$ cat src/rtl/ssnf_pkg.sv
// Shared types, constants and the segment table of the seven-segment number formatter.
package ssnf_pkg;

  localparam int unsigned VALUE_W      = 43;
  localparam int unsigned LIMIT_W      = 27;
  localparam int unsigned BCD_DIGITS   = 8;
  localparam int unsigned BCD_W        = 4 * BCD_DIGITS;
  localparam int unsigned ACC_W        = BCD_W + LIMIT_W;
  localparam int unsigned CNT_W        = 5;
  localparam int unsigned ROUND_SHIFT  = 16;
  localparam logic [LIMIT_W-1:0] LIMIT_CAP   = 27'd99999999;
  localparam logic [CNT_W-1:0]   DABBLE_LAST = 5'd26;

  typedef struct packed {
    logic [VALUE_W-1:0] value_fixed;
    logic [1:0]         decimals;
  } in_beat_t;

  typedef struct packed {
    logic [6:0] segments;
    logic [3:0] digit_value;
    logic       is_point;
    logic [3:0] position;
    logic       last;
  } out_beat_t;

  // Symbol beat handed from the sequencer to the output register
  typedef struct packed {
    logic      valid;
    out_beat_t beat;
  } emit_t;

  typedef enum logic [1:0] {
    ALU_HOLD,
    ALU_TIMES10,
    ALU_ROUND,
    ALU_DABBLE
  } alu_op_e;

  typedef enum logic [2:0] {
    ST_IDLE,
    ST_SCALE,
    ST_CONV,
    ST_SIZE,
    ST_EMIT
  } state_e;

  // Map one decimal digit to its segment pattern
  function automatic logic [6:0] seg_code(input logic [3:0] digit);
    logic [6:0] code;
    case (digit)
      4'd0: code = 7'h3F;
      4'd1: code = 7'h06;
      4'd2: code = 7'h5B;
      4'd3: code = 7'h4F;
      4'd4: code = 7'h66;
      4'd5: code = 7'h6D;
      4'd6: code = 7'h7D;
      4'd7: code = 7'h07;
      4'd8: code = 7'h7F;
      4'd9: code = 7'h6F;
      default: code = 7'h00;
    endcase
    return code;
  endfunction

endpackage

$ cat src/rtl/ssnf_alu.sv
// Shared arithmetic unit: times-ten step, round and clamp, shift-and-add-3 step.
module ssnf_alu (
  input  ssnf_pkg::alu_op_e                op_i,
  input  logic [ssnf_pkg::ACC_W-1:0]       acc_i,
  input  logic [ssnf_pkg::LIMIT_W-1:0]     limit_i,
  output logic [ssnf_pkg::ACC_W-1:0]       acc_o
);

  localparam int unsigned SUM_W = ssnf_pkg::ACC_W + 1;
  localparam int unsigned QUO_W = SUM_W - ssnf_pkg::ROUND_SHIFT;

  logic [SUM_W-1:0]                round_sum;
  logic [QUO_W-1:0]                round_quo;
  logic [ssnf_pkg::LIMIT_W-1:0]    round_res;
  logic [ssnf_pkg::ACC_W-1:0]      dabble_adj;
  logic [ssnf_pkg::ACC_W-1:0]      times10;

  // Multiply by ten as two shifted copies
  assign times10 = (acc_i << 3) + (acc_i << 1);

  // Add half an LSB, drop the fraction bits, clamp at the limit
  assign round_sum = {1'b0, acc_i} + SUM_W'(1 << (ssnf_pkg::ROUND_SHIFT - 1));
  assign round_quo = round_sum[SUM_W-1:ssnf_pkg::ROUND_SHIFT];

  always_comb begin
    if (round_quo > QUO_W'(limit_i)) begin
      round_res = limit_i;
    end else begin
      round_res = round_quo[ssnf_pkg::LIMIT_W-1:0];
    end
  end

  // Add three to every BCD digit of five or more
  always_comb begin
    dabble_adj = acc_i;
    for (int d = 0; d < ssnf_pkg::BCD_DIGITS; d++) begin
      if (acc_i[ssnf_pkg::LIMIT_W + 4*d +: 4] >= 4'd5) begin
        dabble_adj[ssnf_pkg::LIMIT_W + 4*d +: 4] =
          acc_i[ssnf_pkg::LIMIT_W + 4*d +: 4] + 4'd3;
      end
    end
  end

  // Select the operation
  always_comb begin
    case (op_i)
      ssnf_pkg::ALU_HOLD:    acc_o = acc_i;
      ssnf_pkg::ALU_TIMES10: acc_o = times10;
      ssnf_pkg::ALU_ROUND:   acc_o = {{ssnf_pkg::BCD_W{1'b0}}, round_res};
      ssnf_pkg::ALU_DABBLE:  acc_o = {dabble_adj[ssnf_pkg::ACC_W-2:0], 1'b0};
      default:               acc_o = acc_i;
    endcase
  end

endmodule

$ cat src/rtl/ssnf_seq.sv
// Sequencer: drives the shared unit over scale, convert and symbol emission.
module ssnf_seq (
  input  logic                          clk_i,
  input  logic                          rst_ni,
  input  logic                          start_i,
  input  ssnf_pkg::in_beat_t            in_beat_i,
  input  logic [ssnf_pkg::LIMIT_W-1:0]  limit_i,
  input  logic                          emit_ready_i,
  output logic                          idle_o,
  output ssnf_pkg::emit_t               emit_o
);

  ssnf_pkg::state_e               state_q, state_d;
  ssnf_pkg::alu_op_e              alu_op;
  logic [ssnf_pkg::ACC_W-1:0]     acc_q, acc_d, alu_res;
  logic [ssnf_pkg::CNT_W-1:0]     cnt_q, cnt_d;
  logic [1:0]                     dec_q, dec_d;
  logic [3:0]                     nw_q, nw_d;
  logic [3:0]                     total_q, total_d;
  logic [3:0]                     k_q, k_d;
  logic [3:0]                     digs [ssnf_pkg::BCD_DIGITS];
  logic [2:0]                     hi_idx;
  logic                           hi_found;
  logic [3:0]                     nw_calc;
  logic                           sym_whole;
  logic                           sym_point;
  logic [4:0]                     idx_whole, idx_frac;
  logic [2:0]                     sym_idx;
  logic [3:0]                     sym_digit;
  logic                           sym_last;

  ssnf_alu u_alu (
    .op_i    (alu_op),
    .acc_i   (acc_q),
    .limit_i (limit_i),
    .acc_o   (alu_res)
  );

  // View the BCD half of the work register as digits
  always_comb begin
    for (int d = 0; d < ssnf_pkg::BCD_DIGITS; d++) begin
      digs[d] = acc_q[ssnf_pkg::LIMIT_W + 4*d +: 4];
    end
  end

  // Find the highest nonzero whole digit
  always_comb begin
    hi_idx   = 3'd0;
    hi_found = 1'b0;
    for (int d = 0; d < ssnf_pkg::BCD_DIGITS; d++) begin
      if ((3'(d) >= {1'b0, dec_q}) && (digs[d] != 4'd0)) begin
        hi_idx   = 3'(d);
        hi_found = 1'b1;
      end
    end
    if (hi_found) begin
      nw_calc = {1'b0, hi_idx} - {2'b00, dec_q} + 4'd1;
    end else begin
      nw_calc = 4'd1;
    end
  end

  // Decode the symbol at the emit position
  assign sym_whole = (k_q < nw_q);
  assign sym_point = (dec_q != 2'd0) && (k_q == nw_q);
  assign idx_whole = 5'(nw_q) + 5'(dec_q) - 5'd1 - 5'(k_q);
  assign idx_frac  = 5'(nw_q) + 5'(dec_q) - 5'(k_q);
  assign sym_idx   = sym_whole ? idx_whole[2:0] : idx_frac[2:0];
  assign sym_digit = sym_point ? 4'd0 : digs[sym_idx];
  assign sym_last  = (k_q == (total_q - 4'd1));

  // Next state
  always_comb begin
    state_d = state_q;
    case (state_q)
      ssnf_pkg::ST_IDLE:  if (start_i) state_d = ssnf_pkg::ST_SCALE;
      ssnf_pkg::ST_SCALE: if (cnt_q == '0) state_d = ssnf_pkg::ST_CONV;
      ssnf_pkg::ST_CONV:  if (cnt_q == '0) state_d = ssnf_pkg::ST_SIZE;
      ssnf_pkg::ST_SIZE:  state_d = ssnf_pkg::ST_EMIT;
      ssnf_pkg::ST_EMIT:  if (emit_ready_i && sym_last) state_d = ssnf_pkg::ST_IDLE;
      default:            state_d = ssnf_pkg::ST_IDLE;
    endcase
  end

  // Datapath control and outputs
  always_comb begin
    alu_op      = ssnf_pkg::ALU_HOLD;
    acc_d       = alu_res;
    cnt_d       = cnt_q;
    dec_d       = dec_q;
    nw_d        = nw_q;
    total_d     = total_q;
    k_d         = k_q;
    idle_o      = 1'b0;
    emit_o      = '0;
    case (state_q)
      ssnf_pkg::ST_IDLE: begin
        idle_o = 1'b1;
        if (start_i) begin
          acc_d = ssnf_pkg::ACC_W'(in_beat_i.value_fixed);
          dec_d = in_beat_i.decimals;
          cnt_d = ssnf_pkg::CNT_W'(in_beat_i.decimals);
        end
      end
      ssnf_pkg::ST_SCALE: begin
        if (cnt_q == '0) begin
          alu_op = ssnf_pkg::ALU_ROUND;
          cnt_d  = ssnf_pkg::DABBLE_LAST;
        end else begin
          alu_op = ssnf_pkg::ALU_TIMES10;
          cnt_d  = cnt_q - ssnf_pkg::CNT_W'(1);
        end
      end
      ssnf_pkg::ST_CONV: begin
        alu_op = ssnf_pkg::ALU_DABBLE;
        if (cnt_q != '0) cnt_d = cnt_q - ssnf_pkg::CNT_W'(1);
      end
      ssnf_pkg::ST_SIZE: begin
        nw_d    = nw_calc;
        total_d = nw_calc + ((dec_q != 2'd0) ? ({2'b00, dec_q} + 4'd1) : 4'd0);
        k_d     = 4'd0;
      end
      ssnf_pkg::ST_EMIT: begin
        emit_o.valid            = 1'b1;
        emit_o.beat.segments    = sym_point ? 7'h00 : ssnf_pkg::seg_code(sym_digit);
        emit_o.beat.digit_value = sym_digit;
        emit_o.beat.is_point    = sym_point;
        emit_o.beat.position    = k_q;
        emit_o.beat.last        = sym_last;
        if (emit_ready_i) k_d = k_q + 4'd1;
      end
      default: begin
        idle_o = 1'b0;
      end
    endcase
  end

  // Hold control state
  always_ff @(posedge clk_i or negedge rst_ni) begin
    if (!rst_ni) begin
      state_q <= ssnf_pkg::ST_IDLE;
      cnt_q   <= '0;
      k_q     <= '0;
      nw_q    <= 4'd1;
      total_q <= 4'd1;
      dec_q   <= '0;
    end else begin
      state_q <= state_d;
      cnt_q   <= cnt_d;
      k_q     <= k_d;
      nw_q    <= nw_d;
      total_q <= total_d;
      dec_q   <= dec_d;
    end
  end

  // Advance the work register
  always_ff @(posedge clk_i) begin
    acc_q <= acc_d;
  end

endmodule

$ cat src/rtl/seven_segment_number_formatter_unit.sv
// Top level of the seven-segment number formatter: limit register, sequencer, output register.
//
// Usage: present a fixed-point value (27.16 unsigned) and a decimals count
// on the input channel. The block scales it by 10^decimals, rounds half up,
// clamps it at the saturation limit and emits one beat per display symbol:
// whole digits from most significant down (leading zeros dropped, at least
// one kept), then the point tick when decimals is nonzero, then the
// fraction digits. The last beat of a number carries last = 1.
// Sequencing: after acceptance the sequencer runs the times-ten and round
// steps on the shared unit, then the shift-and-add-3 conversion, then sizes
// the number, then emits one symbol per cycle while the output register can
// take a beat. It returns to idle before the next item is accepted, so one
// number is finished before the next is taken.
// The config channel writes the saturation limit; values above 99999999 are
// held as 99999999. Write it only while the block is idle.
// Reset sets the limit to 99999999 and empties the output register.
// A stalled receiver holds the output beat and stalls the sequencer; the
// next item is accepted as soon as the last symbol sits in the output register.
module seven_segment_number_formatter_unit (
  input  logic                           clk_i,
  input  logic                           rst_ni,
  input  logic                           in_valid_i,
  output logic                           in_ready_o,
  input  ssnf_pkg::in_beat_t             in_data_i,
  output logic                           out_valid_o,
  input  logic                           out_ready_i,
  output ssnf_pkg::out_beat_t            out_data_o,
  input  logic                           cfg_valid_i,
  output logic                           cfg_ready_o,
  input  logic [ssnf_pkg::LIMIT_W-1:0]   cfg_data_i
);

  logic [ssnf_pkg::LIMIT_W-1:0] limit_q, limit_d;
  logic                         out_valid_q, out_valid_d;
  ssnf_pkg::out_beat_t          out_data_q;
  logic                         idle;
  logic                         emit_ready;
  ssnf_pkg::emit_t              emit;

  ssnf_seq u_seq (
    .clk_i        (clk_i),
    .rst_ni       (rst_ni),
    .start_i      (in_valid_i),
    .in_beat_i    (in_data_i),
    .limit_i      (limit_q),
    .emit_ready_i (emit_ready),
    .idle_o       (idle),
    .emit_o       (emit)
  );

  assign in_ready_o  = idle;
  assign cfg_ready_o = 1'b1;

  // Clamp the limit on write
  always_comb begin
    limit_d = limit_q;
    if (cfg_valid_i) begin
      limit_d = (cfg_data_i > ssnf_pkg::LIMIT_CAP) ? ssnf_pkg::LIMIT_CAP : cfg_data_i;
    end
  end

  // Load the output register when empty or drained this cycle
  assign emit_ready  = !out_valid_q || out_ready_i;
  assign out_valid_d = emit.valid ? 1'b1 : (out_valid_q && !out_ready_i);

  always_ff @(posedge clk_i or negedge rst_ni) begin
    if (!rst_ni) begin
      limit_q     <= ssnf_pkg::LIMIT_CAP;
      out_valid_q <= 1'b0;
    end else begin
      limit_q     <= limit_d;
      if (emit_ready) out_valid_q <= out_valid_d;
    end
  end

  // Hold the output beat
  always_ff @(posedge clk_i) begin
    if (emit.valid && emit_ready) out_data_q <= emit.beat;
  end

  assign out_valid_o = out_valid_q;
  assign out_data_o  = out_data_q;

endmodule

$ cat config.mk
export PLATFORM = sky130hd
export DESIGN_NAME = seven_segment_number_formatter_unit
export DESIGN_NICKNAME = d
export VERILOG_FILES = /design/src/rtl/ssnf_pkg.sv /design/src/rtl/ssnf_alu.sv /design/src/rtl/ssnf_seq.sv /design/src/rtl/seven_segment_number_formatter_unit.sv
export SDC_FILE = /design/constraint.sdc
export NUM_CORES = 1
export LEC_CHECK = 0
export ABC_AREA = 1
export ABC_CLOCK_PERIOD_IN_PS = 5450
export BUFFER_PORTS_ARGS = -buffer_cell sky130_fd_sc_hd__buf_2
export CAP_MARGIN = 20
export CELL_PAD_IN_SITES_DETAIL_PLACEMENT = 0
export CELL_PAD_IN_SITES_GLOBAL_PLACEMENT = 1
export CORE_AREA = 2 2 226 228
export DETAILED_ROUTE_END_ITERATION = 6
export DIE_AREA = 0 0 228 230
export GPL_ROUTABILITY_DRIVEN = 0
export PLACE_DENSITY = 0.58
export SLEW_MARGIN = 20
export SYNTH_ARGS = -nofsm -noshare
export SYNTH_HDL_FRONTEND = slang
export SYNTH_HIERARCHICAL = 1
export SYNTH_SLANG_ARGS = --single-unit
$ cat constraint.sdc
create_clock -name clk_i -period 5.45 [get_ports clk_i]
set_input_delay 0.545 -clock clk_i [delete_from_list [all_inputs] [get_ports clk_i]]
set_output_delay 0.545 -clock clk_i [all_outputs]
set_load 0.05 [all_outputs]
==> results of run 1 <==
## stage by stage
step,setup WS [ns],std cells,cell area (um2),hold slack [ns],utilization (%)
finish,0.977,3149,16600,0.203,33.3
CTS,1.09,3149,16600,0.223,33.3
global placement,1.20,3117,16000,0.468,32.2
detailed placement,1.13,3117,16000,0.469,32.2
global route,0.596,3149,16600,0.255,33.3
floorplan,2.27,2382,14800,0.249,-
## logic make-up after synthesis
family          count (synthesis)  synth area share [%]
fa+ha+maj                     139                  12.0
simple gates                 1209                  36.3
compound gates                440                  17.9
xor+xnor                       45                  2.66
buf+inv                       422                  11.1
other cells                     1                0.0253
flops                         126                  20.0
## state kept, by name (all words and copies together) (netlist names)
signal	cells
u_seq/acc_q	59
limit_q	27
out_data_o	17
u_seq/total_q	4
out_valid_o	1
u_seq/nw_q	4
u_seq/state_q	3
u_seq/dec_q	2
u_seq/k_q	4
u_seq/cnt_q	5
## layer usage
| layer | track usage (%) | vias to the layer above |
|---|---|---|
| li1 | - | 7894 |
| met5 | 0 | - |
| met2 | 37.7 | 432 |
| met3 | 3.50 | 76 |
| met1 | 29.3 | 7215 |
| met4 | 5.98 | 0 |
## area by class of cell
class,count,area [um2]
fillers,5673,33300
multi-input cells,1834,10200
flip-flops and latches,126,2970
inverters,372,1400
well taps,672,841
repair buffers,113,611
clock buffers,18,439
clock inverters,14,130
## how the worst max path moves through the flow
stage	from	end	slack (ns)	depth (start not counted)
global placement	u_seq/acc_q[27]	u_seq/acc_q[26]	1.20	20
CTS	u_seq/acc_q[16]	u_seq/acc_q[1]	1.09	20
floorplan	u_seq/nw_q[0]	out_data_o[15]	2.27	17
detailed placement	u_seq/acc_q[16]	u_seq/acc_q[1]	1.13	20
finish	u_seq/acc_q[18]	u_seq/acc_q[1]	0.98	20
global route	u_seq/acc_q[18]	u_seq/acc_q[1]	0.60	20
## worst register-to-register path: stages (launching register included)
cell and delay, ns:
sky130_fd_sc_hd__dfxtp_1 0.51, sky130_fd_sc_hd__nand2_1 0.13, sky130_fd_sc_hd__inv_1 0.09, sky130_fd_sc_hd__nand2_1 0.08, sky130_fd_sc_hd__nor2_2 0.28, sky130_fd_sc_hd__nand3_2 0.14
sky130_fd_sc_hd__nor2_2 0.18, sky130_fd_sc_hd__xor2_1 0.38, sky130_fd_sc_hd__inv_1 0.09, sky130_fd_sc_hd__ha_1 0.31, sky130_fd_sc_hd__nand2_1 0.05, sky130_fd_sc_hd__nor2_1 0.17
sky130_fd_sc_hd__nand2_1 0.07, sky130_fd_sc_hd__nor4_1 0.29, sky130_fd_sc_hd__nand4_1 0.15, sky130_fd_sc_hd__nand2_2 0.44, sky130_fd_sc_hd__nand2_4 0.43, sky130_fd_sc_hd__o21ai_0 0.29
sky130_fd_sc_hd__o21ai_0 0.12, sky130_fd_sc_hd__nand2_1 0.09, sky130_fd_sc_hd__nand2_1 0.07
## cell usage after synthesis (3+ instances only)
master                     number
sky130_fd_sc_hd__a221oi_1       5
sky130_fd_sc_hd__fa_1           6
sky130_fd_sc_hd__nand3_1      163
sky130_fd_sc_hd__buf_1          4
sky130_fd_sc_hd__o221ai_1       3
sky130_fd_sc_hd__a21oi_2       36
sky130_fd_sc_hd__o21a_1         3
sky130_fd_sc_hd__nand3_2       28
sky130_fd_sc_hd__clkbuf_1      29
sky130_fd_sc_hd__a21oi_4        3
sky130_fd_sc_hd__buf_2         10
sky130_fd_sc_hd__o21bai_1      16
sky130_fd_sc_hd__or2_2         10
sky130_fd_sc_hd__nor2_2        15
sky130_fd_sc_hd__dfxtp_1       59
sky130_fd_sc_hd__dfstp_2       21
sky130_fd_sc_hd__a21oi_1      137
sky130_fd_sc_hd__a22oi_1        3
sky130_fd_sc_hd__ha_1         133
sky130_fd_sc_hd__a21o_1        18
sky130_fd_sc_hd__nor4_1         8
sky130_fd_sc_hd__nor2_1       303
sky130_fd_sc_hd__inv_2          8
sky130_fd_sc_hd__nor2_8         3
sky130_fd_sc_hd__o21ai_0      152
sky130_fd_sc_hd__nand3b_1       5
sky130_fd_sc_hd__nor2_4         5
sky130_fd_sc_hd__nand2_1      578
sky130_fd_sc_hd__nor3_1        20
sky130_fd_sc_hd__a21boi_0       6
sky130_fd_sc_hd__o211ai_1      32
sky130_fd_sc_hd__nand2_4       12
sky130_fd_sc_hd__edfxtp_1      17
sky130_fd_sc_hd__xor2_1        36
sky130_fd_sc_hd__nand2_2       29
sky130_fd_sc_hd__a211oi_1       5
sky130_fd_sc_hd__dfrtp_1       29
sky130_fd_sc_hd__inv_1        362
sky130_fd_sc_hd__and3_1         4
sky130_fd_sc_hd__nand4_1       23
sky130_fd_sc_hd__xnor2_1        9
sky130_fd_sc_hd__buf_6          6
sky130_fd_sc_hd__a31oi_1       13
==> results.txt, run 1 <==
----------------------------------------------------
[Die]
  Die footprint ... 52400 um2
  Placement Rows ... 82
  Die span in y ... 230 um
  Core Footprint ... 49900 um2
  Count of boundary I/O pins ... 97
  Starting density of the core ... 29.7%
  Die width ... 228 um

[Clock tree]
  Number of buffers on the longest clock path ... 2
  Cells resized by post-CTS repair ... 0
  Number of buffers created by CTS ... 17
  CTS Hold Bufs ... 0
  CTS H-tree lvls ... 4
  Post-CTS Setup Inserts ... 0
  Number of clock sinks ... 126
  Insertion delay of the later-clocked pin in the worst-skew pair ... 0.45 ns
  CTS tree ... built
  Clock Tree Root ... sky130_fd_sc_hd__clkbuf_16
  Clock slew at the register clock pins of the worst setup and hold paths ... 0.07 ns

[Status]
  Outcome ... complete, no violations

[Synth]
  Fraction of synthesized cell area taken by the top area cell type ... 14.6%
  Synthesized flop and latch total ... 126
  Post-synth top area cell ... sky130_fd_sc_hd__nand2_1
  Area contributors post-synth ... sky130_fd_sc_hd__nand2_1, sky130_fd_sc_hd__ha_1, sky130_fd_sc_hd__inv_1
  Netlist Area Pre-Place ... 14800 um2
  Gate Count Post-Synth ... 2382
  Post-synth EDFFs ... 17
  Avg Synthesized Cell Area ... 6.22 um2
  Syn Nets ... 2598
  Share of synthesized registers carrying an async set or reset ... 39.7%
  Share of synthesized area occupied by flip-flops and latches ... 20.0%
  Synthesis Warnings ... 6
  Number of distinct library cells after synthesis ... 56
  Top flip-flop cell by instance count after synthesis ... sky130_fd_sc_hd__dfxtp_1

[Drt]
  Length of routed wiring on met1 ... 27000 um
  Total iterations of the first detailed-routing run ... 6
  Number of DRC markers after the initial detailed-route iteration ... 1349
  Top routing layer in use ... met4
  Routed wl met3 ... 3060 um
  Routed wire length on met2 ... 27700 um
  Via density per instance ... 4.96
  WL final ... 59200 um
  DRC violation count after routing ... 0
  Remaining number of nets flagged by the antenna check after routing ... 0
  Vias after detailed routing ... 15600
  Wire length per cell ... 18.8 um

[STA]
  Headroom to the max-slew limit ... 40.7%
  Total negative slack ... 0 ns
  RSZ-0062 raised after global routing ... no
  Number of failing setup endpoints in the final timing report ... 0
  Fin Clk Skew ... 0.0155 ns
  Number of hold violations in the final report ... 0
  Final Max Slew Viols ... 0
  Period utilisation layout ... 82.1%
  Fmax achieved ... 224 MHz
  Time the worst path needs with I/O delays and setup ... 4.47 ns
  Actual slew at the worst max-slew pin ... 0.882 ns

[Cells and area]
  Count of inserted antenna diode cells ... 0
  Most common cell after layout, fill and taps aside ... sky130_fd_sc_hd__nand2_1
  Total number of nets in the final design ... 2680
  Share of final-layout standard cells stronger than drive strength 1 ... 12.8%
  Layout Area Growth over Synthesis ... 12.0%
  Most frequent cells in the layout ... sky130_fd_sc_hd__nand2_1, sky130_fd_sc_hd__inv_1, sky130_fd_sc_hd__nor2_1, sky130_fd_sc_hd__nand3_1, sky130_fd_sc_hd__o21ai_0

[Critical path]
  Delay-heaviest family, CP ... simple AND/OR/NAND/NOR gates
  Most used cell along the critical path ... sky130_fd_sc_hd__nand2_1
  Crit-path max cell delay ... 0.51 ns
  Worst path arrival time ... 4.81 ns
  Destination of the worst register-to-register timing path ... u_seq/acc_q[1]
  Startpoint Class ... register
  Setup crit end kind ... register
  Maximum fanout along the worst path ... 28
  Data required time at the worst endpoint ... 5.78 ns
  Reg2reg start ... u_seq/acc_q[18]
  Crit Path Category ... reg2reg
  Cells along the critical path ... nand2_1, inv_1, nand2_1, nor2_2, nand3_2, nor2_2, xor2_1, inv_1, ha_1, nand2_1, nor2_1, nand2_1, nor4_1, nand4_1, nand2_2, nand2_4, o21ai_0, o21ai_0, nand2_1, nand2_1
  Buf+Inv Stages, Crit Path ... 2
  Slowest stage cell, crit path ... sky130_fd_sc_hd__dfxtp_1
  Slack of the worst reg-to-reg path ... 0.98 ns
  Worst r2r path cells ... 20

[Global routing]
  Initial antenna violation count ... 0
  Wire length of the first global-routing pass ... 89300 um
  Largest net degree at the start of global routing ... 54
  Leftover overflow at the end of global routing ... 0
  Via count of the first global-routing pass ... 15000
  Total routing usage reported by global routing ... 22.2%

[Place]
  Number of buffers inserted by port buffering ... 95
  Post-detailed-placement half-perimeter wirelength ... 47900 um

[Min path]
  Class of the tightest hold or removal check ... in2async

[Job]
  Count of maximum capacitance violations ... 0

----------------------------------------------------
Power of run 1 is left out: the tool's default activity adds up to more than one toggle a clock period on the data nets, which glitch-free logic cannot reach.
==> run 2, diff against run 1 <==
Settings changed: ABC_CLOCK_PERIOD_IN_PS 5450 to 3600, PLACE_DENSITY 0.58 to 0.6.
Clock period 5.45 ns to 3.6 ns, I/O delays scaled along.
==> results.txt, run 2 (synthesized netlist as in run 1, its figures left out) <==
----------------------------------------------------
[STA]
  Number of failing setup endpoints in the final timing report ... 0
  Headroom to the max-slew limit ... 38.1%
  Actual slew at the worst max-slew pin ... 0.928 ns
  Total negative slack ... 0 ns
  Post-route worst hold slack ... 0.107 ns
  Fin Clk Skew ... 0.0147 ns
  Final Max Slew Viols ... 0
  RSZ-0062 raised after global routing ... yes
  Number of hold violations in the final report ... 0
  Time the worst path needs with I/O delays and setup ... 3.35 ns
  Fin worst setup slack ... 0.247 ns
  Period utilisation layout ... 93.1%
  Fmax achieved ... 298 MHz

[Cells and area]
  Count of inserted antenna diode cells ... 0
  Top reg by flops ... u_seq/acc_q
  Most common cell after layout, fill and taps aside ... sky130_fd_sc_hd__nand2_1
  Non-filler cells, final ... 3238
  Total number of nets in the final design ... 2769
  Flip-flop count of the largest register after layout ... 59
  Share of final-layout standard cells stronger than drive strength 1 ... 17.1%
  Most frequent cells in the layout ... sky130_fd_sc_hd__nand2_1, sky130_fd_sc_hd__inv_1, sky130_fd_sc_hd__nor2_1, sky130_fd_sc_hd__nand3_1, sky130_fd_sc_hd__o21ai_0
  Layout Area Growth over Synthesis ... 18.0%

[Global routing]
  Leftover overflow at the end of global routing ... 0
  Via count of the first global-routing pass ... 15700
  Initial antenna violation count ... 0
  Wire length of the first global-routing pass ... 88700 um
  Total routing usage reported by global routing ... 21.9%
  Largest net degree at the start of global routing ... 64

[Clock tree]
  CTS tree ... built
  Number of buffers created by CTS ... 17
  Number of buffers on the longest clock path ... 2
  Number of clock sinks ... 126
  CTS H-tree lvls ... 4
  Insertion delay of the later-clocked pin in the worst-skew pair ... 0.44 ns
  Clock slew at the register clock pins of the worst setup and hold paths ... 0.07 ns
  Clock Tree Root ... sky130_fd_sc_hd__clkbuf_16

[Critical path]
  Destination of the worst register-to-register timing path ... out_data_o[15]
  Reg2reg start ... u_seq/nw_q[0]
  Worst r2r path cells ... 17
  Capturing element of the worst setup path ... out_data_o[15]
  Slack of the worst reg-to-reg path ... 0.25 ns
  Setup crit end kind ... register
  Startpoint Class ... register
  Data required time at the worst endpoint ... 3.79 ns
  Maximum fanout along the worst path ... 9
  Worst path arrival time ... 3.55 ns
  Critical path launch point ... u_seq/nw_q[0]
  Crit Path Category ... reg2reg

[Place]
  Post-detailed-placement half-perimeter wirelength ... 47200 um
  Placed cell count ... 3197
  Post-place setup slack ... -0.125 ns
  Number of buffers inserted by port buffering ... 95

[Drt]
  Number of DRC markers after the initial detailed-route iteration ... 1093
  Remaining number of nets flagged by the antenna check after routing ... 0
  WL final ... 57900 um
  Wire length per cell ... 17.9 um
  Via density per instance ... 4.93
  Total iterations of the first detailed-routing run ... 7
  Top routing layer in use ... met4
  Vias after detailed routing ... 16000
  Routed wire length on met2 ... 27400 um
  Routed wl met3 ... 2610 um
  DRC violation count after routing ... 2
  Length of routed wiring on met1 ... 26100 um

[Die]
  Die span in y ... 230 um
  Placement Rows ... 82
  Count of boundary I/O pins ... 97
  Starting density of the core ... 29.7%
  Die width ... 228 um
  Core Footprint ... 49900 um2
  Die footprint ... 52400 um2

[Status]
  Outcome ... finished, violations left
  Violations in the final reports ... DRC

[Job]
  Count of maximum capacitance violations ... 0

[Min path]
  Class of the tightest hold or removal check ... in2reg

----------------------------------------------------
==> run 2: layout make-up <==
class,instances,area [um2]
sequential,126,2980
fill,5584,32400
clock inverter,12,136
clock buffer,20,447
timing repair buffer,202,1330
multi-input combinational,1834,10300
inverter,372,1400
tap,672,841
==> run 2: through the flow <==
step	cell area (um2)	utilization, %
finish	17500	35.1
global route	17500	35.1
CTS	17300	34.7
detailed placement	16700	33.5
global placement	16700	33.5
floorplan	14800	-
==> run 2: worst min-delay path by stage <==
stage                       startpoint              to  slack, ns  cells after the start
after floorplan                 rst_ni     limit_q[10]       0.06                      0
after global placement     limit_q[12]     limit_q[12]       0.47                      2
after global routing      in_data_i[8]  u_seq/acc_q[6]       0.11                      3
final                     in_data_i[8]  u_seq/acc_q[6]       0.11                      3
after detailed placement   limit_q[10]     limit_q[10]       0.47                      2
after CTS                 in_data_i[8]  u_seq/acc_q[6]       0.09                      3
==> run 2: what timing repair did <==
action / in CTS / in global routing
pin swaps: 0 / 10
hold buffers: 0 / 1
endpoints found under the setup margin: 28 / 33
endpoints found under the hold margin: 0 / 28
resized for setup: 3 / 38
buffers inserted: 0 / 8
==> run 2: metal layers <==
| layer | global-route usage (%) | vias up |
|---|---|---|
| met2 | 37.9 | 413 |
| met4 | 7.25 | 0 |
| met1 | 27.8 | 7388 |
| li1 | - | 8083 |
| met5 | 0 | - |
| met3 | 3.14 | 78 |
==> run 2: critical path: stages (launching register included) <==
cell	delay [ns]
sky130_fd_sc_hd__dfstp_2	0.54
sky130_fd_sc_hd__ha_1	0.13
sky130_fd_sc_hd__inv_1	0.05
sky130_fd_sc_hd__fa_2	0.56
sky130_fd_sc_hd__fa_1	0.42
sky130_fd_sc_hd__nand3_1	0.14
sky130_fd_sc_hd__nand2_4	0.11
sky130_fd_sc_hd__inv_4	0.10
sky130_fd_sc_hd__o21ai_0	0.09
sky130_fd_sc_hd__o221ai_1	0.23
sky130_fd_sc_hd__nand3_2	0.16
sky130_fd_sc_hd__inv_2	0.09
sky130_fd_sc_hd__ha_1	0.13
sky130_fd_sc_hd__inv_1	0.04
sky130_fd_sc_hd__nand4_1	0.08
sky130_fd_sc_hd__nand2_1	0.08
sky130_fd_sc_hd__nor2_1	0.12
sky130_fd_sc_hd__nor2_2	0.04
Power of run 2 is left out for the same reason.
==> run 3, diff against run 2 <==
Settings changed: BUFFER_PORTS_ARGS -buffer_cell sky130_fd_sc_hd__buf_2 to -buffer_cell sky130_fd_sc_hd__buf_4, CTS_BUF_LIST set to sky130_fd_sc_hd__clkbuf_8.
==> results.txt, run 3 (synthesized netlist as in run 1, its figures left out) <==
----------------------------------------------------
[Critical path]
  Critical path launch point ... u_seq/acc_q[35]
  Reg2reg start ... u_seq/acc_q[35]
  Slowest stage cell, crit path ... sky130_fd_sc_hd__a21oi_1
  Crit-path max cell delay ... 0.42 ns
  Cells along the critical path ... buf_4, buf_4, ha_1, a21o_1, a21oi_1, o21ai_0, a21oi_1, nand3_1, a21o_1, o21ai_0, nand2_1, inv_1, nor2_1
  Crit Path Category ... reg2reg
  Maximum fanout along the worst path ... 8
  Startpoint Class ... register
  Delay-heaviest family, CP ... compound AO/OA/AOI/OAI gates
  Worst path arrival time ... 3.79 ns
  Buf+Inv Stages, Crit Path ... 3
  Setup crit end kind ... register
  Data required time at the worst endpoint ... 3.95 ns

[Cells and area]
  Count of inserted antenna diode cells ... 0
  Flip-flop count of the largest register after layout ... 59
  Layout Area Growth over Synthesis ... 21.3%
  Total number of nets in the final design ... 2798
  Core utilization of the finished layout ... 36.1%
  Share of final-layout standard cells stronger than drive strength 1 ... 19.3%
  Non-filler cells, final ... 3267
  Most frequent cells in the layout ... sky130_fd_sc_hd__nand2_1, sky130_fd_sc_hd__inv_1, sky130_fd_sc_hd__nor2_1, sky130_fd_sc_hd__buf_4, sky130_fd_sc_hd__nand3_1
  Cell area after layout ... 18000 um2
  Top reg by flops ... u_seq/acc_q
  Most common cell after layout, fill and taps aside ... sky130_fd_sc_hd__nand2_1

[Clock tree]
  CTS H-tree lvls ... 4
  Clock slew at the register clock pins of the worst setup and hold paths ... 0.10 ns
  Clock Tree Root ... sky130_fd_sc_hd__clkbuf_8
  Insertion delay of the later-clocked pin in the worst-skew pair ... 0.49 ns
  Number of buffers on the longest clock path ... 2
  Number of clock sinks ... 126
  Number of buffers created by CTS ... 17
  CTS tree ... built

[Die]
  Placement Rows ... 82
  Count of boundary I/O pins ... 97
  Die footprint ... 52400 um2
  Starting density of the core ... 29.7%
  Die width ... 228 um
  Core Footprint ... 49900 um2
  Die span in y ... 230 um

[Place]
  Post-detailed-placement half-perimeter wirelength ... 48200 um
  Number of buffers inserted by port buffering ... 95
  Post-detailed-placement cell area ... 16900 um2
  Placed cell count ... 3198

[STA]
  Total negative slack ... 0 ns
  Headroom to the max-slew limit ... 42.7%
  Fin Clk Skew ... 0.0245 ns
  Number of failing setup endpoints in the final timing report ... 0
  Number of hold violations in the final report ... 0
  Period utilisation layout ... 95.6%
  Fmax achieved ... 291 MHz
  Final Max Slew Viols ... 0
  Actual slew at the worst max-slew pin ... 0.859 ns
  Time the worst path needs with I/O delays and setup ... 3.44 ns

[Job]
  Count of maximum capacitance violations ... 0

[Status]
  Outcome ... complete, no violations

[Drt]
  Wire length per cell ... 18.5 um
  Total iterations of the first detailed-routing run ... 5
  Vias after detailed routing ... 16100
  WL final ... 60300 um
  Number of DRC markers after the initial detailed-route iteration ... 1138
  Via density per instance ... 4.92
  DRC violation count after routing ... 0
  Remaining number of nets flagged by the antenna check after routing ... 0

[Global routing]
  Total routing usage reported by global routing ... 22.4%
  Largest net degree at the start of global routing ... 52
  Wire length of the first global-routing pass ... 91000 um
  Leftover overflow at the end of global routing ... 0
  Initial antenna violation count ... 0
  Via count of the first global-routing pass ... 15500

[Min path]
  Class of the tightest hold or removal check ... in2reg
  Worst hold path startpoint ... in_data_i[6]

----------------------------------------------------
[run 3: cell count changes in the layout (fill, tap and decap cells not counted), moves of 5 or more]
cell,change
sky130_fd_sc_hd__buf_4,+114
sky130_fd_sc_hd__buf_2,-94
sky130_fd_sc_hd__clkbuf_8,+17
sky130_fd_sc_hd__clkbuf_16,-15
sky130_fd_sc_hd__nand2_1,-7
sky130_fd_sc_hd__nor2_1,-7
sky130_fd_sc_hd__nand2_2,+6
sky130_fd_sc_hd__nor2_4,+6
sky130_fd_sc_hd__buf_6,+5
sky130_fd_sc_hd__dfxtp_1,-5
[run 3: worst paths after layout]
check | end | slack (ns) | depth (start not counted)
worst max-delay path | u_seq/acc_q[49] | 0.16 | 13
worst min-delay path | u_seq/acc_q[4] | 0.06 | 3
worst max register to register | u_seq/acc_q[49] | 0.16 | 13
worst min register to register | limit_q[19] | 0.49 | 2
max in group asynchronous | limit_q[10] | 2.70 | 2
min in group asynchronous | u_seq/k_q[2] | 0.45 | 2
[run 3: worst min-delay path: stages]
cell and delay, ns:
sky130_fd_sc_hd__buf_4 0.08, sky130_fd_sc_hd__nand2_1 0.04, sky130_fd_sc_hd__nand2_1 0.05
[run 3: repair_timing]
action | CTS | global route
cloned | 0 | 7
endpoints found under the setup margin | 28 | 38
setup buffers | 0 | 29
hold buffers | 1 | 0
resized for setup | 5 | 91
pin swaps | 0 | 34
hold endpoints to repair | 29 | 0
[run 3: area by class of cell]
class / instances / area [um2]
Inverter: 372 / 1400
Fill cell: 5622 / 31900
Clock inverter: 14 / 130
Sequential cell: 126 / 3000
Tap cell: 672 / 841
Timing Repair Buffer: 227 / 1790
Multi-Input combinational cell: 1838 / 10600
Clock buffer: 18 / 248
[run 3: routing by layer]
metal,routed length (um),GRT usage [%],vias to the layer above
met4,913,4.27,0
met5,0,0,-
met3,2410,2.73,44
met1,27400,28.9,7505
li1,-,-,8149
met2,29600,40.2,387
[run 3: stage by stage]
step,hold slack (ns),setup WS (ns)
floorplan,0.0644,0.421
global placement,0.432,-0.0572
detailed placement,0.435,-0.0743
CTS,0.0111,0.0631
global route,0.0242,-0.0236
finish,0.0563,0.160
Power of run 3 is left out for the same reason.
